===== src/design/assert_macros.svh =====
// Assertion macros shared by the ycl design files.
// Pulled in by `include where a module checks its own logic.
`ifndef ASSERT_MACROS_SVH
`define ASSERT_MACROS_SVH

// cond must never hold at a clock edge out of reset
`define ASSERT_NEVER(label, clk, rst_n, cond, msg) \
	label: assert property (@(posedge clk) disable iff (!rst_n) !(cond)) else $error(msg);

// ante at an edge implies cons at the same edge
`define ASSERT_IMPLY(label, clk, rst_n, ante, cons, msg) \
	label: assert property (@(posedge clk) disable iff (!rst_n) (ante) |-> (cons)) else $error(msg);

// ante at an edge implies cons at the next edge
`define ASSERT_NEXT(label, clk, rst_n, ante, cons, msg) \
	label: assert property (@(posedge clk) disable iff (!rst_n) (ante) |=> (cons)) else $error(msg);

`endif


===== src/design/ycl_pkg.sv =====
`timescale 1ns / 1ps
// Shared types, constants and the table index function for the YUYV classifier.
// No dependencies.
package ycl_pkg;

	localparam int unsigned MAX_WIDTH_DEF  = 2048;
	localparam int unsigned MAX_HEIGHT_DEF = 2048;

	localparam int unsigned LUT_AW    = 18;
	localparam int unsigned LUT_DEPTH = 1 << LUT_AW;
	localparam int unsigned LABEL_W   = 8;
	localparam int unsigned WORD_W    = 32;

	// config register file
	localparam int unsigned SCALE_W    = 2;
	localparam int unsigned DIM_W      = 12;
	localparam int unsigned CFG_IDX_W  = 2;
	localparam int unsigned DIM_EXT_W  = 13;

	localparam logic [CFG_IDX_W-1:0] REG_SCALE_MODE   = 2'd0;
	localparam logic [CFG_IDX_W-1:0] REG_WIDTH_PIXELS = 2'd1;
	localparam logic [CFG_IDX_W-1:0] REG_HEIGHT_LINES = 2'd2;

	localparam logic [SCALE_W-1:0] SCALE_FULL    = 2'd0;
	localparam logic [SCALE_W-1:0] SCALE_HALF    = 2'd1;
	localparam logic [SCALE_W-1:0] SCALE_QUARTER = 2'd2;

	localparam logic [DIM_W-1:0] WIDTH_RST  = 12'd640;
	localparam logic [DIM_W-1:0] HEIGHT_RST = 12'd480;

	localparam logic       MODE_PIXEL = 1'b0;

	// result buffer
	localparam int unsigned OUT_DEPTH = 4;
	localparam int unsigned OUT_PTR_W = 2;
	localparam int unsigned OUT_CNT_W = 3;

	typedef struct packed {
		logic [SCALE_W-1:0] scale;
		logic [DIM_W-1:0]   width;
		logic [DIM_W-1:0]   height;
	} cfg_t;

	typedef struct packed {
		logic               en;
		logic [LUT_AW-1:0]  addr;
		logic [LABEL_W-1:0] data;
	} lut_wr_t;

	typedef struct packed {
		logic              en;
		logic [LUT_AW-1:0] addr;
	} lut_rd_t;

	typedef struct packed {
		logic valid;
		logic last;
	} res_t;

	// Y[7:2] -> 17:12, U[7:2] -> 11:6, V[7:2] -> 5:0
	function automatic logic [LUT_AW-1:0] lut_index(input logic [7:0] y,
			input logic [WORD_W-1:0] w);
		lut_index = {y[7:2], w[15:10], w[31:26]};
	endfunction

endpackage


===== src/design/ycl_ifs.sv =====


interface ycl_out_if;
	logic                        valid;
	logic                        ready;
	logic [ycl_pkg::LABEL_W-1:0] label;
	logic                        last;

	modport source (output valid, label, last, input ready);
	modport sink (input valid, label, last, output ready);
endinterface


===== src/design/ycl_out_fifo.sv =====
`timescale 1ns / 1ps
// Result buffer: small FIFO of labels between the table read and the output channel.
// Depends on ycl_pkg, ycl_ifs and assert_macros.svh.
`include "assert_macros.svh"

module ycl_out_fifo (
	input  logic                        clk,
	input  logic                        arst_n,
	input  ycl_pkg::res_t               res_s1,
	input  logic [ycl_pkg::LABEL_W-1:0] rdata,
	output logic                        room,
	ycl_out_if.source                   out_ch
);

	logic [ycl_pkg::LABEL_W-1:0]   label_q [ycl_pkg::OUT_DEPTH];
	logic                          last_q  [ycl_pkg::OUT_DEPTH];
	logic [ycl_pkg::OUT_PTR_W-1:0] wptr_q, rptr_q;
	logic [ycl_pkg::OUT_CNT_W-1:0] count_q;
	logic                          push, pop;

	assign push = res_s1.valid;
	assign pop  = out_ch.valid && out_ch.ready;

	always_ff @(posedge clk or negedge arst_n) begin
		if (!arst_n) begin
			wptr_q  <= '0;
			rptr_q  <= '0;
			count_q <= '0;
		end else begin
			if (push) begin
				wptr_q <= wptr_q + 1'b1;
			end
			if (pop) begin
				rptr_q <= rptr_q + 1'b1;
			end
			count_q <= count_q + ycl_pkg::OUT_CNT_W'(push) - ycl_pkg::OUT_CNT_W'(pop);
		end
	end

	always_ff @(posedge clk) begin
		if (push) begin
			label_q[wptr_q] <= rdata;
			last_q[wptr_q]  <= res_s1.last;
		end
	end

	// a read issued now is registered, then written into the buffer; count what is already on its way
	assign room = (count_q + ycl_pkg::OUT_CNT_W'(push)) <
		ycl_pkg::OUT_CNT_W'(ycl_pkg::OUT_DEPTH);

	assign out_ch.valid = (count_q != '0);
	assign out_ch.label = label_q[rptr_q];
	assign out_ch.last  = last_q[rptr_q];

	`ASSERT_NEVER(a_no_overflow, clk, arst_n, push && !pop && (count_q == ycl_pkg::OUT_CNT_W'(ycl_pkg::OUT_DEPTH)), "result buffer overflow")
	`ASSERT_NEVER(a_no_underflow, clk, arst_n, pop && (count_q == '0), "result buffer underflow")

endmodule


===== src/flat_wrapper.sv =====
// flat-port wrapper written by rule: the top's interface ports become plain ports
module ycl_out_fifo_flat 
  (clk, arst_n, res_s1, rdata, room, out_ch_valid, out_ch_label, out_ch_last, out_ch_ready);
  ycl_out_if out_ch_i ();
  input  logic clk;
  input  logic arst_n;
  input  ycl_pkg::res_t res_s1;
  input  logic [ycl_pkg::LABEL_W-1:0] rdata;
  output logic room;
  output wire logic [$bits(out_ch_i.valid)-1:0] out_ch_valid;
  output wire logic [$bits(out_ch_i.label)-1:0] out_ch_label;
  output wire logic [$bits(out_ch_i.last)-1:0] out_ch_last;
  input wire logic [$bits(out_ch_i.ready)-1:0] out_ch_ready;
  assign out_ch_valid = out_ch_i.valid;
  assign out_ch_label = out_ch_i.label;
  assign out_ch_last = out_ch_i.last;
  assign out_ch_i.ready = out_ch_ready;
  ycl_out_fifo u_core (.clk(clk), .arst_n(arst_n), .res_s1(res_s1), .rdata(rdata), .room(room), .out_ch(out_ch_i));
endmodule

===== config.mk =====
export PLATFORM = sky130hd
export DESIGN_NAME = ycl_out_fifo_flat
export DESIGN_NICKNAME = d
export VERILOG_FILES = /design/src/design/ycl_pkg.sv /design/src/design/ycl_ifs.sv /design/src/design/ycl_out_fifo.sv /design/src/flat_wrapper.sv
export VERILOG_INCLUDE_DIRS = /design/src /design/src/design
export SDC_FILE = /design/constraint.sdc
export NUM_CORES = 1
export LEC_CHECK = 0
export BUFFER_PORTS_ARGS = -buffer_cell sky130_fd_sc_hd__buf_2
export CAP_MARGIN = 30
export CORE_ASPECT_RATIO = 1.4
export CORE_MARGIN = 5
export CORE_UTILIZATION = 40
export CTS_CLUSTER_SIZE = 24
export DETAILED_ROUTE_END_ITERATION = 7
export PLACE_DENSITY = 0.62
export SLEW_MARGIN = 20
export SYNTH_ARGS = -nofsm -noshare
export SYNTH_HDL_FRONTEND = slang
export SYNTH_SLANG_ARGS = --single-unit

===== constraint.sdc =====
create_clock -name clk -period 2.05 [get_ports clk]
set_input_delay 0.205 -clock clk [delete_from_list [all_inputs] [get_ports clk]]
set_output_delay 0.205 -clock clk [all_outputs]
set_load 0.01 [all_outputs]

==> results.py, run 1 <==
metrics = {
    "run_status": {
        "status": "finished clean",
    },
    "sta": {
        "setup_slack_ns": 0.3220,
        "fin_setup_tns_ns": 0,
        "hold_ws_ns": 0.1354,
        "layout_min_cycle_time_ns": 1.728,
        "hold_viol": 0,
        "finalSetupViolCount": 0,
        "min_period_over_period_pct": 84.29,
        "relSlewSlack_pct": 63.86,
        "max_freq_ghz": 0.5787,
        "skew_ns": 0.007016,
        "rsz0062_at_grt": "no",
        "worstMarginPinSlew_ns": 0.5421,
        "drv_slew": 0,
    },
    "detailed_routing": {
        "antenna_left": 0,
        "vias_per_cell": 5.157,
        "drt_iter0_drc": 7,
        "remaining_drc_errors": 0,
        "vias": 820,
        "drtPass1Iterations": 2,
        "wl_mm": 2.676,
        "wl_per_cell_um": 16.83,
    },
    "clocking": {
        "ctsResizeCount": 0,
        "cts_tree": "yes",
        "numClockSinks": 43,
        "cts_root_buf": "clkbuf_8",
        "clk_pin_slew_ns": 0.08,
        "cts_made_buffers": 5,
        "clk_latency_ns": 0.29,
        "htreeDepth": 2,
        "clockBufferDepth": 2,
    },
    "final_layout": {
        "stdcell_area_um2": 1964,
        "final_core_utilization_pct": 47.12,
        "fillers": 350,
        "layout.nets": 134,
        "final_cells": 159,
        "areaGrowthSynthToFinish_pct": 15.36,
        "antenna_cells": 0,
        "multi_input_area_um2": 407.9,
        "area.sequential_um2": 1256,
        "drive_above_1_share_pct": 34.21,
    },
    "logic_synthesis": {
        "synthFlopType": "edfxtp_1",
        "syn_area_um2": 1703,
        "ys_types": 16,
        "synth_enable_flop_cells": 36,
        "synthTopCellsByArea": "edfxtp_1, mux4_2, dfrtp_1",
        "synth_top_area_share_pct": 63.48,
        "synth_area_leader_cell": "edfxtp_1",
        "ys_ff_latch": 43,
        "syn_inst": 82,
        "synth.most_common_cell": "edfxtp_1",
        "syn-num-nets": 103,
        "seq_area_frac_synth_pct": 73.77,
        "avgSynthCellArea_um2": 20.77,
        "synth-warning-count": 0,
        "async_reset_ff_share_pct": 16.28,
        "yosys-top-cells-count": "edfxtp_1, ha_1, mux4_2",
    },
    "global_routing": {
        "track_usage_pct": 10.72,
        "grt_pass1_wl_mm": 4.347,
        "gr-total-overflow": 0,
        "grt_max_degree": 13,
        "grt_pass1_vias": 916,
        "antenna_found_initial": 0,
    },
    "critical_path": {
        "startpoint_type": "flop",
        "rrSetupSlack_ns": 0.61,
        "path_cells": "buf_4 -> mux4_1 -> buf_2",
        "reg2reg_from": "u_core.wptr_q[0]$_DFFE_PN0P_",
        "critPathKind": "reg2out",
        "max_stage_delay_ns": 0.55,
        "cp.arrival_ns": 1.52,
        "rr_worst_depth": 3,
        "startpoint": "u_core.rptr_q[0]$_DFFE_PN0P_",
        "crit_fanout": 7,
        "crit_required_ns": 1.85,
        "slowest_stage": "mux4_1",
        "cp-end-kind": "output port",
    },
    "power": {
        "p_leak_nw": 0.7477,
        "powerDensity_nw_per_um2": 1332,
        "total_power_mw": 2.617,
        "ir_drop_uv": 705.9,
    },
    "die": {
        "die_width_um": 65.15,
        "coreArea_um2": 4169,
        "rows": 28,
        "die-area_um2": 5681,
        "die_h_um": 87.20,
        "ios": 24,
        "start_util_pct": 40.85,
    },
    "worst_hold_path": {
        "hp-class": "in2reg",
        "hold_depth": 1,
        "min-delay-start": "rdata[5]",
    },
    "placement": {
        "numPlacedInstances": 150,
        "dpl_worst_slack_ns": 0.5764,
        "placed_cell_area_um2": 1873,
        "portBuffers": 23,
        "hpwl_mm": 1.959,
        "gp_congestion": 0.6658,
    },
    "job": {
        "drv_cap": 0,
    },
}
cell families (layout without fill, tap and decap cells):
kind of cell	Yosys count	in the layout	share of synthesized area (%)
DFF	43	43	73.77
muxes	9	9	12.12
adders and majority gates	8	8	5.878
buffers and inverters	8	40	2.277
and+or+nand+nor	6	6	2.057
xor gates and xnor gates	5	5	2.572
AOI/OAI and AO/OA	3	3	1.322
flip-flops by register name, summed over array words and instances (netlist names):
name and flops:
u_core.last_q 4, u_core.label_q 32, u_core.count_q 3, u_core.rptr_q 2, u_core.wptr_q 2
repair_timing:
item,CTS,global route
buffers inserted,0,0
endpoints found under the hold margin,7,0
setup endpoints to repair,0,0
hold buffers,1,0
cell usage in the layout, fill, tap and decap left out:
cell           synthesis  layout
buf_2                  1      23
clkbuf_1               0       2
o31a_1                 1       1
xnor2_1                3       3
and2_1                 4       4
nand2_1                1       1
inv_1                  6       6
clkbuf_8               0       5
edfxtp_1              36      36
mux4_1                 1       1
or3_1                  1       1
mux4_2                 8       8
dfrtp_1                7       7
o311ai_0               1       1
xor2_1                 2       2
clkinv_2               0       1
buf_4                  0       2
ha_1                   8       8
dlygate4sd3_1          0       1
o21ai_0                1       1
worst max-delay path: cells and delay by family (launching register included):
kind | cells | cell delay (ns)
muxes | 1 | 0.55
DFF | 1 | 0.35
buffers and inverters | 2 | 0.34
layout make-up:
class,instances,area share [%]
tap,45,2.866
clock buffer,7,3.885
timing repair buffer,26,7.134
multi-input combinational,31,20.76
clock inverter,1,0.2548
inverter,6,1.146
sequential,43,63.95
power breakdown:
group | switching, mW | internal, mW | total (mW)
logic | 0.408 | 0.421 | 0.829
registers | 0.120 | 1.17 | 1.29
clock network | 0.257 | 0.239 | 0.496
total | 0.785 | 1.83 | 2.62
final timing paths:
kind / to
min in group asynchronous: u_core.rptr_q[1]$_DFFE_PN0P_
max in group asynchronous: u_core.wptr_q[1]$_DFFE_PN0P_
min reg2reg: u_core.wptr_q[0]$_DFFE_PN0P_
max reg2reg: u_core.label_q[2][1]$_DFFE_PP_
max: out_ch_label[2]
min: u_core.label_q[0][5]$_DFFE_PP_
routing by layer:
metal	up-vias	share of wire (%)	GRT usage, %
met2	17	54	19.27
met4	0	2.3	6.226
li1	379	-	-
met1	416	39	11.07
met5	-	0	0
met3	8	4.1	2.842
No activity file was read; power rests on OpenSTA's default activity.
==> run 2: changes to the inputs <==
Settings changed: ABC_AREA set to 1.
Clock period 2.05 ns to 1.8 ns, I/O delays scaled along.
==> run 2 against run 1 <==
Effect of this change: critical path depth increased by 2; setup slack got worse by 0.22 ns; design area increased by 8.2%; clock skew decreased by 0.0025 ns; synthesized cell count increased by 100%; area after synthesis increased by 7.9%; non-clock buffer count increased by 1; die area increased by 6.9%; count of clock-buffer cells in the layout decreased by 1; final cell count increased by 63%; critical endpoint is now room; largest power group unchanged; highest routed layer unchanged.
==> results.py, run 2 <==
metrics = {
    "run_status": {
        "status": "finished clean",
    },
    "final_layout": {
        "final_cell_mix": "nand2_1, edfxtp_1, buf_2",
        "final_core_utilization_pct": 47.22,
        "final_common_cell": "nand2_1",
        "drive_above_1_share_pct": 19.29,
        "areaGrowthSynthToFinish_pct": 15.59,
        "fillers": 424,
        "antenna_cells": 0,
        "largest_reg_flops": 32,
        "regMostFlops": "u_core.label_q",
        "layout.nets": 217,
        "reg_top3": "u_core.label_q x32, u_core.last_q x4, u_core.count_q x3",
        "final_cells": 259,
    },
    "detailed_routing": {
        "wl_mm": 3.102,
        "vias": 1152,
        "drtPass1Iterations": 4,
        "vias_per_cell": 4.448,
        "antenna_left": 0,
        "wl_per_cell_um": 11.98,
        "drt_iter0_drc": 52,
        "remaining_drc_errors": 0,
    },
    "sta": {
        "skew_ns": 0.004553,
        "finalSetupViolCount": 0,
        "max_freq_ghz": 0.5901,
        "worstMarginPinSlew_ns": 0.4336,
        "hold_viol": 0,
        "relSlewSlack_pct": 71.06,
        "layout_min_cycle_time_ns": 1.695,
        "drv_slew": 0,
        "min_period_over_period_pct": 94.14,
        "rsz0062_at_grt": "no",
        "fin_setup_tns_ns": 0,
    },
    "power": {
        "swShare_pct": 36.37,
        "seq_power_share_pct": 45.0,
        "total_power_mw": 3.231,
        "p_comb_share_pct": 37.1,
        "p_switching_mw": 1.175,
        "clockPowerShare_pct": 17.9,
        "p_int_mw": 2.056,
        "ir_drop_uv": 738.7,
        "powerDensity_nw_per_um2": 1521,
        "p_leak_nw": 0.9510,
    },
    "global_routing": {
        "grt_pass1_wl_mm": 5.195,
        "grt_pass1_vias": 1111,
        "gr-total-overflow": 0,
        "track_usage_pct": 11.65,
        "grt_max_degree": 20,
        "antenna_found_initial": 0,
    },
    "critical_path": {
        "crit_required_ns": 1.62,
        "slowest_stage": "dfrtp_1",
        "rr_worst_depth": 9,
        "r2r_end": "u_core.count_q[2]$_DFF_PN0_",
        "crit_fanout": 2,
        "path_cells": "ha_1 -> ha_2 -> or2_2 -> nand2_1 -> buf_2",
        "cp-end-kind": "output port",
        "cp.arrival_ns": 1.51,
        "max_stage_delay_ns": 0.39,
        "critPathKind": "reg2out",
        "rrSetupSlack_ns": 0.25,
        "reg2reg_from": "u_core.count_q[0]$_DFF_PN0_",
        "startpoint_type": "flop",
    },
    "worst_hold_path": {
        "hold_depth": 1,
        "min_to": "u_core.label_q[1][3]$_DFFE_PP_",
        "min-delay-start": "rdata[3]",
        "hp-class": "in2reg",
    },
    "clocking": {
        "cts_made_buffers": 5,
        "cts_tree": "yes",
        "clockBufferDepth": 2,
        "cts_root_buf": "clkbuf_8",
        "clk_pin_slew_ns": 0.08,
        "numClockSinks": 43,
        "htreeDepth": 2,
        "clk_latency_ns": 0.29,
    },
    "logic_synthesis": {
        "syn_area_um2": 1838,
        "yosys-top-cells-count": "nand2_1, edfxtp_1, inv_1",
        "synth_enable_flop_cells": 36,
        "ys_types": 17,
        "synth_top_area_share_pct": 58.82,
        "synth-warning-count": 0,
        "async_reset_ff_share_pct": 16.28,
        "syn_inst": 167,
        "ys_ff_latch": 43,
        "avgSynthCellArea_um2": 11.01,
        "seq_area_frac_synth_pct": 68.35,
        "synth_area_leader_cell": "edfxtp_1",
        "synthTopCellsByArea": "edfxtp_1, dfrtp_1, nand2_1",
        "syn-num-nets": 188,
        "synth.most_common_cell": "nand2_1",
        "synthFlopType": "edfxtp_1",
    },
    "die": {
        "die-area_um2": 6070,
        "die_width_um": 67.29,
        "ios": 24,
        "start_util_pct": 40.85,
        "die_h_um": 90.21,
        "rows": 29,
        "coreArea_um2": 4499,
    },
    "placement": {
        "portBuffers": 23,
        "numPlacedInstances": 249,
        "hpwl_mm": 2.133,
        "gp_congestion": 0.7641,
    },
    "job": {
        "drv_cap": 0,
    },
}
-- run 2: repair_timing --
action	CTS	global route
setup endpoints to repair	0	7
hold buffers	1	0
buffers inserted	0	1
resized for setup	0	2
hold endpoints to repair	7	0
-- run 2: per-layer routing --
layer | share of wire, % | up-vias | track usage, %
li1 | - | 598 | -
met5 | 0 | - | 0
met1 | 43 | 528 | 13.73
met2 | 52 | 20 | 19.20
met3 | 3.4 | 6 | 3.367
met4 | 1.9 | 0 | 5.076
-- run 2: cell families (layout without fill, tap and decap cells) --
family	after synthesis	count (layout)	synth area share [%]
DFF	43	43	68.35
adders and majority gates	8	8	5.446
AOI/OAI and AO/OA	19	19	5.174
buffers and inverters	29	59	6.399
and+or+nand+nor	67	67	14.16
xor gates and xnor gates	1	1	0.4766
-- run 2: worst max path at each step --
stage,start,endpoint,slack (ns),depth (start not counted)
2_1_floorplan,u_core.count_q[1]$_DFF_PN0_,u_core.count_q[2]$_DFF_PN0_,0.45,8
3_3_place_gp,u_core.count_q[1]$_DFF_PN0_,u_core.count_q[2]$_DFF_PN0_,0.40,8
3_5_place_dp,u_core.wptr_q[1]$_DFFE_PN0P_,u_core.label_q[1][6]$_DFFE_PP_,0.35,4
4_1_cts,u_core.rptr_q[0]$_DFFE_PN0P_,out_ch_last,0.07,6
5_1_grt,u_core.count_q[0]$_DFF_PN0_,room,0.006,5
6_report,u_core.count_q[0]$_DFF_PN0_,room,0.11,5
-- run 2: power groups by stage --
stage               clock, mW  sequential [mW]  combinational [mW]
detailed placement          0             1.47                1.21
global route            0.642             1.48                1.40
floorplan                   0             1.42               0.851
CTS                     0.596             1.45                1.22
finish                  0.578             1.45                1.20
global placement            0             1.47                1.18
-- run 2: per-stage QoR --
stage	area, µm²	worst slack, ns	hold WS (ns)
after floorplan	1838	0.4463	-0.1156
after global placement	2018	0.4006	0.02337
after detailed placement	2018	0.3532	0.02369
after CTS	2113	0.07347	0.09631
after global routing	2125	0.005658	0.09612
final	2125	0.1055	0.1002
-- run 2: area by class of cell --
class	count	area, µm²	share of cell area [%]
clock buffer	6	72.57	3.416
tap	62	77.57	3.651
clock inverter	2	12.51	0.5889
sequential	43	1257	59.19
timing repair buffer	27	147.6	6.949
multi-input combinational	95	466.7	21.97
inverter	24	90.09	4.240
-- run 2: critical path, delay by kind of cell, from the launching register on --
family | cells | cell delay [ns]
adder cells (fa/ha/maj) | 2 | 0.36
AND/OR/NAND/NOR | 2 | 0.36
buffers and inverters | 1 | 0.13
flip-flops | 1 | 0.39
