## src/design/assert_macros.svh

```systemverilog
// Assertion macros shared by the ycl design files.
// Pulled in by `include where a module checks its own logic.
`ifndef ASSERT_MACROS_SVH
`define ASSERT_MACROS_SVH

// cond must never hold at a clock edge out of reset
`define ASSERT_NEVER(label, clk, rst_n, cond, msg) \
	label: assert property (@(posedge clk) disable iff (!rst_n) !(cond)) else $error(msg);

// ante at an edge implies cons at the same edge
`define ASSERT_IMPLY(label, clk, rst_n, ante, cons, msg) \
	label: assert property (@(posedge clk) disable iff (!rst_n) (ante) |-> (cons)) else $error(msg);

// ante at an edge implies cons at the next edge
`define ASSERT_NEXT(label, clk, rst_n, ante, cons, msg) \
	label: assert property (@(posedge clk) disable iff (!rst_n) (ante) |=> (cons)) else $error(msg);

`endif

```

## src/design/ycl_pkg.sv

```systemverilog
`timescale 1ns / 1ps
// Shared types, constants and the table index function for the YUYV classifier.
// No dependencies.
package ycl_pkg;

	localparam int unsigned MAX_WIDTH_DEF  = 2048;
	localparam int unsigned MAX_HEIGHT_DEF = 2048;

	localparam int unsigned LUT_AW    = 18;
	localparam int unsigned LUT_DEPTH = 1 << LUT_AW;
	localparam int unsigned LABEL_W   = 8;
	localparam int unsigned WORD_W    = 32;

	// config register file
	localparam int unsigned SCALE_W    = 2;
	localparam int unsigned DIM_W      = 12;
	localparam int unsigned CFG_IDX_W  = 2;
	localparam int unsigned DIM_EXT_W  = 13;

	localparam logic [CFG_IDX_W-1:0] REG_SCALE_MODE   = 2'd0;
	localparam logic [CFG_IDX_W-1:0] REG_WIDTH_PIXELS = 2'd1;
	localparam logic [CFG_IDX_W-1:0] REG_HEIGHT_LINES = 2'd2;

	localparam logic [SCALE_W-1:0] SCALE_FULL    = 2'd0;
	localparam logic [SCALE_W-1:0] SCALE_HALF    = 2'd1;
	localparam logic [SCALE_W-1:0] SCALE_QUARTER = 2'd2;

	localparam logic [DIM_W-1:0] WIDTH_RST  = 12'd640;
	localparam logic [DIM_W-1:0] HEIGHT_RST = 12'd480;

	localparam logic       MODE_PIXEL = 1'b0;

	// result buffer
	localparam int unsigned OUT_DEPTH = 4;
	localparam int unsigned OUT_PTR_W = 2;
	localparam int unsigned OUT_CNT_W = 3;

	typedef struct packed {
		logic [SCALE_W-1:0] scale;
		logic [DIM_W-1:0]   width;
		logic [DIM_W-1:0]   height;
	} cfg_t;

	typedef struct packed {
		logic               en;
		logic [LUT_AW-1:0]  addr;
		logic [LABEL_W-1:0] data;
	} lut_wr_t;

	typedef struct packed {
		logic              en;
		logic [LUT_AW-1:0] addr;
	} lut_rd_t;

	typedef struct packed {
		logic valid;
		logic last;
	} res_t;

	// Y[7:2] -> 17:12, U[7:2] -> 11:6, V[7:2] -> 5:0
	function automatic logic [LUT_AW-1:0] lut_index(input logic [7:0] y,
			input logic [WORD_W-1:0] w);
		lut_index = {y[7:2], w[15:10], w[31:26]};
	endfunction

endpackage

```

## src/design/ycl_ifs.sv

```systemverilog
`timescale 1ns / 1ps
// Valid/ready channel interfaces: input requests and label results.
// Depends on ycl_pkg.
interface ycl_in_if;
	logic                                  valid;
	logic                                  ready;
	logic                                  mode;
	logic [ycl_pkg::WORD_W-1:0]            pixel_word;
	logic [ycl_pkg::LUT_AW-1:0]            table_address;
	logic [ycl_pkg::LABEL_W-1:0]           table_label;

	modport source (output valid, mode, pixel_word, table_address, table_label,
		input ready);
	modport sink (input valid, mode, pixel_word, table_address, table_label,
		output ready);
endinterface


```

## src/design/ycl_issue.sv

```systemverilog
`timescale 1ns / 1ps
// Request decode: frame counters, subsampling decision, table write and read issue.
// Depends on ycl_pkg, ycl_ifs and assert_macros.svh.
`include "assert_macros.svh"

module ycl_issue #(
	parameter int unsigned MAX_WIDTH  = ycl_pkg::MAX_WIDTH_DEF,
	parameter int unsigned MAX_HEIGHT = ycl_pkg::MAX_HEIGHT_DEF
) (
	input  logic             clk,
	input  logic             arst_n,
	input  ycl_pkg::cfg_t    cfg,
	input  logic             room,
	ycl_in_if.sink           in_ch,
	output ycl_pkg::lut_wr_t wr,
	output ycl_pkg::lut_rd_t rd,
	output ycl_pkg::res_t    res_s1
);

	localparam int unsigned MAX_WORDS = MAX_WIDTH / 2;
	localparam int unsigned WRD_W = $clog2(MAX_WORDS + 1);
	localparam int unsigned COL_W = (MAX_WORDS > 1) ? $clog2(MAX_WORDS) : 1;
	localparam int unsigned LIN_W = $clog2(MAX_HEIGHT + 1);
	localparam int unsigned ROW_W = (MAX_HEIGHT > 1) ? $clog2(MAX_HEIGHT) : 1;
	localparam int unsigned CMP_W = LIN_W + 2;
	localparam int unsigned EW    = ycl_pkg::DIM_EXT_W;

	logic [COL_W-1:0]           col_q;
	logic [ROW_W-1:0]           row_q;
	logic                       pend_q;
	logic [ycl_pkg::LUT_AW-1:0] idx2_q;

	logic [EW-1:0]    wsat, hsat;
	logic [WRD_W-1:0] words, col, col_inc;
	logic [LIN_W-1:0] lines, row, row_inc;
	logic [CMP_W-1:0] row_x, lines_x, step, mask;
	logic [WRD_W:0]   col_x2;
	logic             full, keep, wrap;
	logic             accept, is_pix, second;

	// frame geometry, saturated to MAX_WIDTH and MAX_HEIGHT
	always_comb begin
		wsat = ({1'b0, cfg.width} > EW'(MAX_WIDTH)) ? EW'(MAX_WIDTH) : {1'b0, cfg.width};
		hsat = ({1'b0, cfg.height} > EW'(MAX_HEIGHT)) ? EW'(MAX_HEIGHT) : {1'b0, cfg.height};
		words = (wsat[EW-1:1] == '0) ? WRD_W'(1) : WRD_W'(wsat[EW-1:1]);
		lines = (hsat == '0) ? LIN_W'(1) : LIN_W'(hsat);
	end

	// stale counters past a shrunken frame restart at zero
	always_comb begin
		col = (WRD_W'(col_q) >= words) ? '0 : WRD_W'(col_q);
		row = (LIN_W'(row_q) >= lines) ? '0 : LIN_W'(row_q);
		full = (cfg.scale == ycl_pkg::SCALE_FULL);
		step = (cfg.scale == ycl_pkg::SCALE_HALF) ? CMP_W'(2) : CMP_W'(4);
		mask = step - CMP_W'(1);
		row_x = CMP_W'(row);
		lines_x = CMP_W'(lines);
		col_x2 = (WRD_W + 1)'(col) + (WRD_W + 1)'(2);
		keep = ((row_x & mask) == '0) && ((row_x + step) <= lines_x);
		if (cfg.scale != ycl_pkg::SCALE_HALF) begin
			keep = keep && !col[0] && (col_x2 <= (WRD_W + 1)'(words));
		end
		keep = keep || full;
		col_inc = col + WRD_W'(1);
		row_inc = row + LIN_W'(1);
		wrap = (col_inc >= words);
	end

	assign in_ch.ready = !pend_q && room;
	assign accept = in_ch.valid && in_ch.ready;
	assign is_pix = accept && (in_ch.mode == ycl_pkg::MODE_PIXEL);
	assign second = pend_q && room;

	always_comb begin
		wr.en   = accept && (in_ch.mode != ycl_pkg::MODE_PIXEL);
		wr.addr = in_ch.table_address;
		wr.data = in_ch.table_label;
		rd.en   = second || (is_pix && keep);
		rd.addr = pend_q ? idx2_q : ycl_pkg::lut_index(in_ch.pixel_word[7:0], in_ch.pixel_word);
	end

	always_ff @(posedge clk or negedge arst_n) begin
		if (!arst_n) begin
			col_q  <= '0;
			row_q  <= '0;
			pend_q <= 1'b0;
			res_s1 <= '0;
		end else begin
			res_s1.valid <= rd.en;
			res_s1.last  <= pend_q || !full;
			if (second) begin
				pend_q <= 1'b0;
			end else if (is_pix && full) begin
				pend_q <= 1'b1;
			end
			if (is_pix) begin
				if (wrap) begin
					col_q <= '0;
					row_q <= (row_inc >= lines) ? '0 : ROW_W'(row_inc);
				end else begin
					col_q <= COL_W'(col_inc);
					row_q <= ROW_W'(row);
				end
			end
		end
	end

	// Y2 index held for the second read of a full-rate word
	always_ff @(posedge clk) begin
		if (is_pix) begin
			idx2_q <= ycl_pkg::lut_index(in_ch.pixel_word[23:16], in_ch.pixel_word);
		end
	end

	`ASSERT_IMPLY(a_ready_not_pending, clk, arst_n, in_ch.ready, !pend_q, "request taken while Y2 read pending")
	`ASSERT_NEXT(a_full_sets_pending, clk, arst_n, is_pix && full, pend_q && !res_s1.last, "full-rate word did not queue Y2 read")
	`ASSERT_NEXT(a_second_is_last, clk, arst_n, second, res_s1.valid && res_s1.last && !pend_q, "Y2 read not marked last")

endmodule
```

## src/flat_wrapper.sv

```systemverilog
// flat-port wrapper written by rule: the top's interface ports become plain ports
module ycl_issue_flat 
#(
	parameter int unsigned MAX_WIDTH  = ycl_pkg::MAX_WIDTH_DEF,
	parameter int unsigned MAX_HEIGHT = ycl_pkg::MAX_HEIGHT_DEF
)
  (clk, arst_n, cfg, room, wr, rd, res_s1, in_ch_valid, in_ch_mode, in_ch_pixel_word, in_ch_table_address, in_ch_table_label, in_ch_ready);
  ycl_in_if in_ch_i ();
  input  logic clk;
  input  logic arst_n;
  input  ycl_pkg::cfg_t cfg;
  input  logic room;
  output ycl_pkg::lut_wr_t wr;
  output ycl_pkg::lut_rd_t rd;
  output ycl_pkg::res_t res_s1;
  input wire logic [$bits(in_ch_i.valid)-1:0] in_ch_valid;
  input wire logic [$bits(in_ch_i.mode)-1:0] in_ch_mode;
  input wire logic [$bits(in_ch_i.pixel_word)-1:0] in_ch_pixel_word;
  input wire logic [$bits(in_ch_i.table_address)-1:0] in_ch_table_address;
  input wire logic [$bits(in_ch_i.table_label)-1:0] in_ch_table_label;
  output wire logic [$bits(in_ch_i.ready)-1:0] in_ch_ready;
  assign in_ch_i.valid = in_ch_valid;
  assign in_ch_i.mode = in_ch_mode;
  assign in_ch_i.pixel_word = in_ch_pixel_word;
  assign in_ch_i.table_address = in_ch_table_address;
  assign in_ch_i.table_label = in_ch_table_label;
  assign in_ch_ready = in_ch_i.ready;
  ycl_issue #(.MAX_WIDTH(MAX_WIDTH), .MAX_HEIGHT(MAX_HEIGHT)) u_core (.clk(clk), .arst_n(arst_n), .cfg(cfg), .room(room), .in_ch(in_ch_i), .wr(wr), .rd(rd), .res_s1(res_s1));
endmodule
```

## config.mk

```make
export PLATFORM = sky130hd
export DESIGN_NAME = ycl_issue_flat
export DESIGN_NICKNAME = d
export VERILOG_FILES = /design/src/design/ycl_pkg.sv /design/src/design/ycl_ifs.sv /design/src/design/ycl_issue.sv /design/src/flat_wrapper.sv
export VERILOG_INCLUDE_DIRS = /design/src /design/src/design
export SDC_FILE = /design/constraint.sdc
export NUM_CORES = 1
export LEC_CHECK = 0
export BUFFER_PORTS_ARGS = -buffer_cell sky130_fd_sc_hd__buf_2
export CORE_ASPECT_RATIO = 1.4
export CORE_MARGIN = 1
export CORE_UTILIZATION = 45
export CTS_CLUSTER_DIAMETER = 60
export DETAILED_ROUTE_END_ITERATION = 10
export PLACE_DENSITY_LB_ADDON = 0.15
export RECOVER_POWER = 25
export SLEW_MARGIN = 20
export SYNTH_ARGS = -nofsm -noshare
export SYNTH_HDL_FRONTEND = slang
export SYNTH_SLANG_ARGS = --single-unit
```

## constraint.sdc

```tcl
create_clock -name clk -period 8.6 [get_ports clk]
set_input_delay 1.72 -clock clk [delete_from_list [all_inputs] [get_ports clk]]
set_output_delay 1.72 -clock clk [all_outputs]
set_load 0.05 [all_outputs]
```

==> impl_results.html <==
<table>
<tr><th>Metric</th><th>Value</th></tr>
<tr><th colspan="2">Logic synthesis</th></tr>
<tr><td>Unique cell type count in the Yosys netlist</td><td>61</td></tr>
<tr><td>Top-area cell type share of the netlist area</td><td>19.6%</td></tr>
<tr><td>Number of nets produced by synthesis</td><td>a little over 700</td></tr>
<tr><td>Area of the mapped netlist</td><td>4670 µm²</td></tr>
<tr><td>Cell taking the most area after synthesis</td><td>sky130_fd_sc_hd__ha_1</td></tr>
<tr><td>Post-synthesis register bit count</td><td>42</td></tr>
<tr><td>Avg Inst Size Synth</td><td>8.40 µm²</td></tr>
<tr><td>Most area-consuming cells after synthesis</td><td>sky130_fd_sc_hd__ha_1, sky130_fd_sc_hd__dfrtp_1, sky130_fd_sc_hd__edfxtp_1, sky130_fd_sc_hd__nand2_1, sky130_fd_sc_hd__buf_4</td></tr>
<tr><td>Number of enable flip-flop cells after synthesis</td><td>18</td></tr>
<tr><td>Most used flip-flop cell after synthesis</td><td>sky130_fd_sc_hd__dfrtp_1</td></tr>
<tr><td>Warnings from Yosys</td><td>0</td></tr>
<tr><td>Part of the Yosys area used for sequential elements</td><td>24.4%</td></tr>
<tr><td>Ys async rst share</td><td>between 50% and 60%</td></tr>
<tr><td>Mapped Cells</td><td>556</td></tr>
<tr><th colspan="2">Cells and area</th></tr>
<tr><td>Most common library cell in the layout ignoring fill and taps</td><td>sky130_fd_sc_hd__ha_1</td></tr>
<tr><td>Total area of multi-input combinational cells</td><td>3120 µm²</td></tr>
<tr><td>Commonest non-fill, non-tap cells in the layout</td><td>sky130_fd_sc_hd__ha_1, sky130_fd_sc_hd__nand2_1, sky130_fd_sc_hd__buf_2</td></tr>
<tr><td>Antenna diode count</td><td>0</td></tr>
<tr><td>Fraction of layout cells with a size suffix above 1</td><td>between 20% and 30%</td></tr>
<tr><td>Filler Cell Count</td><td>1025</td></tr>
<tr><td>Area added between synthesis and finish</td><td>10.1%</td></tr>
<tr><td>Total area of sequential cells</td><td>~1100 µm²</td></tr>
<tr><td>Fraction of the core area covered by cells at the end of the flow</td><td>51.4%</td></tr>
<tr><td>Layout net count</td><td>761</td></tr>
<tr><th colspan="2">Route</th></tr>
<tr><td>Final ANT Viol Nets</td><td>0</td></tr>
<tr><td>Iteration-0 DRC count of the detailed router</td><td>185</td></tr>
<tr><td>Met2 WL</td><td>between 6 and 7 mm</td></tr>
<tr><td>Final routed wirelength across all metal layers</td><td>12.3 mm</td></tr>
<tr><td>Routed vias/inst</td><td>5.76</td></tr>
<tr><td>Final routed wire length divided by cell count</td><td>16.7 µm</td></tr>
<tr><td>Remaining DRCs</td><td>0</td></tr>
<tr><td>Routed wl met3</td><td>265 µm</td></tr>
<tr><td>Via count</td><td>4229</td></tr>
<tr><td>Met1 Wirelength</td><td>4.92 mm</td></tr>
<tr><td>Top layer used by detailed routing</td><td>met4</td></tr>
<tr><td>Pre-antenna DRT Iters</td><td>4</td></tr>
<tr><th colspan="2">Global route</th></tr>
<tr><td>Pin count of the biggest net entering global routing</td><td>30</td></tr>
<tr><td>Antenna violations before repair</td><td>0</td></tr>
<tr><td>All-layer global routing usage</td><td>between 20% and 30%</td></tr>
<tr><td>Global-route wire length before repair</td><td>19.7 mm</td></tr>
<tr><td>Total gr overflow</td><td>0</td></tr>
<tr><td>Vias in the first global route</td><td>4200</td></tr>
<tr><th colspan="2">Setup path</th></tr>
<tr><td>Critical path capture point type</td><td>primary output</td></tr>
<tr><td>Critical path origin</td><td>cfg[11]</td></tr>
<tr><td>Depth of the worst register-to-register path</td><td>20</td></tr>
<tr><td>Reg-to-reg slack, setup</td><td>about 3.3 ns</td></tr>
<tr><td>Data required time at the worst endpoint</td><td>6.88 ns</td></tr>
<tr><td>R2r endpoint</td><td>u_core.row_q[7]</td></tr>
<tr><td>Worst Path Class, Setup</td><td>in -&gt; out</td></tr>
<tr><td>Launch instance of the worst register-to-register path</td><td>u_core.row_q[7]</td></tr>
<tr><td>Startpoint type of the worst setup path</td><td>primary input</td></tr>
<tr><td>Capture point of the worst path</td><td>rd[18]</td></tr>
<tr><td>CP Max Fanout</td><td>8</td></tr>
<tr><td>Arrival time at the worst endpoint</td><td>6.61 ns</td></tr>
<tr><th colspan="2">Power</th></tr>
<tr><td>Total leakage power</td><td>~0.0024 µW</td></tr>
<tr><td>Power Dens Cells</td><td>231 nW/µm²</td></tr>
<tr><td>Total power of the final layout</td><td>1190 µW</td></tr>
<tr><td>IR Drop Worst-Case VDD</td><td>between 100 and 150 µV</td></tr>
<tr><th colspan="2">CTS</th></tr>
<tr><td>Buffer cell driving the clock tree root</td><td>sky130_fd_sc_hd__clkbuf_16</td></tr>
<tr><td>Number of buffers inserted during clock tree synthesis</td><td>5</td></tr>
<tr><td>CTS tree</td><td>yes</td></tr>
<tr><td>Clock slew seen by the registers of the worst setup and hold paths</td><td>0.06 ns</td></tr>
<tr><td>Number of buffers inserted by hold repair at cts</td><td>0</td></tr>
<tr><td>Level count of the clock H-tree</td><td>2</td></tr>
<tr><td>Max Root-Sink Buffers</td><td>2</td></tr>
<tr><td>Clock sink count</td><td>42</td></tr>
<tr><td>Post-cts repair resize count</td><td>0</td></tr>
<tr><td>Setup fix buffers added after clock tree synthesis</td><td>0</td></tr>
<tr><td>Clock insertion delay at the later pin of the skew report</td><td>0.28 ns</td></tr>
<tr><th colspan="2">Placed design</th></tr>
<tr><td>HPWL after detailed placement</td><td>around 9.9 mm</td></tr>
<tr><td>Placer congestion estimate</td><td>approximately 0.83</td></tr>
<tr><td>Input/output buffers</td><td>77</td></tr>
<tr><th colspan="2">Outcome</th></tr>
<tr><td>Run status</td><td>finished clean</td></tr>
<tr><th colspan="2">Worst hold path</th></tr>
<tr><td>Beginning of the worst hold path</td><td>u_core.row_q[0]</td></tr>
<tr><td>Kind of path behind the tightest hold check</td><td>reg -&gt; reg</td></tr>
<tr><th colspan="2">Timing</th></tr>
<tr><td>Max-slew headroom at the worst pin</td><td>between 10% and 20%</td></tr>
<tr><td>Final Max Slew Viols</td><td>0</td></tr>
<tr><td>Setup-failing EPs final</td><td>0</td></tr>
<tr><td>FMAX</td><td>0.120 GHz</td></tr>
<tr><td>Minimum period implied by the final worst setup slack</td><td>8.33 ns</td></tr>
<tr><td>Unrepaired setup endpoints after global routing</td><td>false</td></tr>
<tr><td>Setup TNS</td><td>0 ns</td></tr>
<tr><td>Hold Fails Final Rpt</td><td>0</td></tr>
<tr><td>Post-route fraction of the period consumed by the critical path</td><td>between 90% and 100%</td></tr>
<tr><td>Worst clock skew on the final layout</td><td>0.00416 ns</td></tr>
<tr><td>Worst hold margin</td><td>about 0.55 ns</td></tr>
<tr><td>Least-Margin Pin Slew</td><td>roughly 1.3 ns</td></tr>
<tr><th colspan="2">Die</th></tr>
<tr><td>Die X</td><td>88.1 µm</td></tr>
<tr><td>Floorplan core area</td><td>between 10000 and 15000 µm²</td></tr>
<tr><td>Die Outline Area</td><td>10800 µm²</td></tr>
<tr><td>Initial Utilization</td><td>between 40% and 50%</td></tr>
<tr><td>Die height</td><td>123 µm</td></tr>
<tr><td>Top-level I/O count</td><td>about 140</td></tr>
<tr><td>Row cnt</td><td>43</td></tr>
<tr><th colspan="2">Run</th></tr>
<tr><td>Maximum Capacitance Violations</td><td>0</td></tr>
</table>
## cells by family (layout without fill, tap and decap cells)
family,after synthesis,count (layout),synth area share [%]
multiplexers,19,19,4.56
XOR/XNOR,25,25,4.69
adder cells (fa/ha/maj),74,74,20.0
AO/OA/AOI/OAI,123,123,18.0
AND/OR/NAND/NOR,192,192,19.3
buffers and inverters,81,124,9.06
flip-flops,42,42,24.4
## worst min path at each step
stage,endpoint,slack (ns),cells after the start
final,u_core.row_q[0],0.55,1
after global routing,u_core.row_q[0],0.57,1
after CTS,u_core.row_q[0],0.55,1
after detailed placement,u_core.row_q[0],0.53,1
after global placement,u_core.row_q[0],0.53,1
after floorplan,u_core.res_s1[0],0.48,1
## stage by stage
| step | setup slack [ns] | area [µm²] | cells |
|---|---|---|---|
| finish | 0.268 | 5140 | 734 |
| detailed placement | 0.0878 | 4990 | 726 |
| CTS | 0.0375 | 5130 | 734 |
| global placement | 0.198 | 4990 | 726 |
| global route | 0.0544 | 5140 | 734 |
| floorplan | 0.0275 | 4670 | 556 |
## synth_stat cells (3+ instances only)
| cell type | count |
|---|---|
| sky130_fd_sc_hd__nand2b_1 | 4 |
| sky130_fd_sc_hd__a32o_1 | 3 |
| sky130_fd_sc_hd__buf_4 | 29 |
| sky130_fd_sc_hd__a211o_1 | 4 |
| sky130_fd_sc_hd__dfrtp_1 | 24 |
| sky130_fd_sc_hd__nor4_1 | 6 |
| sky130_fd_sc_hd__a211oi_1 | 5 |
| sky130_fd_sc_hd__xor2_1 | 13 |
| sky130_fd_sc_hd__a31oi_1 | 9 |
| sky130_fd_sc_hd__nand2_1 | 70 |
| sky130_fd_sc_hd__buf_2 | 7 |
| sky130_fd_sc_hd__a221oi_1 | 3 |
| sky130_fd_sc_hd__nand3_1 | 21 |
| sky130_fd_sc_hd__or3_1 | 4 |
| sky130_fd_sc_hd__and3_1 | 4 |
| sky130_fd_sc_hd__edfxtp_1 | 18 |
| sky130_fd_sc_hd__and2_1 | 5 |
| sky130_fd_sc_hd__nor3_1 | 5 |
| sky130_fd_sc_hd__xnor2_1 | 12 |
| sky130_fd_sc_hd__clkbuf_1 | 14 |
| sky130_fd_sc_hd__or2_2 | 4 |
| sky130_fd_sc_hd__o21ai_1 | 3 |
| sky130_fd_sc_hd__mux2_2 | 18 |
| sky130_fd_sc_hd__inv_1 | 27 |
| sky130_fd_sc_hd__nor2_1 | 41 |
| sky130_fd_sc_hd__a21oi_1 | 33 |
| sky130_fd_sc_hd__nor2b_1 | 4 |
| sky130_fd_sc_hd__o21ai_0 | 16 |
| sky130_fd_sc_hd__o211ai_1 | 9 |
| sky130_fd_sc_hd__o22ai_1 | 7 |
| sky130_fd_sc_hd__nand4_1 | 19 |
| sky130_fd_sc_hd__a21o_1 | 9 |
| sky130_fd_sc_hd__ha_1 | 73 |
## critical path, cell delays in order
cell                       delay [ns]
sky130_fd_sc_hd__buf_2           0.12
sky130_fd_sc_hd__inv_1           0.18
sky130_fd_sc_hd__nand2_1         0.16
sky130_fd_sc_hd__ha_1            0.32
sky130_fd_sc_hd__a21o_1          0.18
sky130_fd_sc_hd__a221oi_1        0.29
sky130_fd_sc_hd__o21ai_1         0.18
sky130_fd_sc_hd__a21oi_2         0.19
sky130_fd_sc_hd__and2_1          0.20
sky130_fd_sc_hd__ha_1            0.21
sky130_fd_sc_hd__fa_1            0.26
sky130_fd_sc_hd__nand2_1         0.09
sky130_fd_sc_hd__or3_1           0.34
sky130_fd_sc_hd__a21oi_1         0.17
sky130_fd_sc_hd__ha_1            0.27
sky130_fd_sc_hd__a211oi_1        0.23
sky130_fd_sc_hd__o21ai_0         0.12
sky130_fd_sc_hd__a221oi_1        0.29
sky130_fd_sc_hd__a21bo_2         0.28
sky130_fd_sc_hd__a2111o_1        0.41
sky130_fd_sc_hd__o21ai_2         0.19
sky130_fd_sc_hd__buf_6           0.18
## area by class of cell
type,instances,area share [%]
repair buffers,88,9.03
inverters,28,2.04
well taps,135,3.29
multi-input cells,433,60.7
flip-flops and latches,42,22.2
clock buffers,6,2.51
clock inverters,2,0.268
## routing by layer
metal	GRT usage [%]	up-vias
met2	45.2	93
met3	2.49	14
met1	25.9	2022
met5	0	-
li1	-	2100
met4	10.4	0
## sequential cells by signal, summed over array words and instances, names as in the netlist
register	count
u_core.idx2_q	18
u_core.row_q	11
u_core.pend_q	1
u_core.col_q	10
u_core.res_s1	2
## where the power goes
| group | total [µW] | switching [µW] | leakage (µW) | internal, µW |
|---|---|---|---|---|
| combinational | 708 | 422 | 0.00182 | 286 |
| sequential | 300 | 59.4 | 0.000461 | 240 |
| clock | 182 | 74.4 | 0.0000708 | 108 |
(Power assumes the default switching activity.)
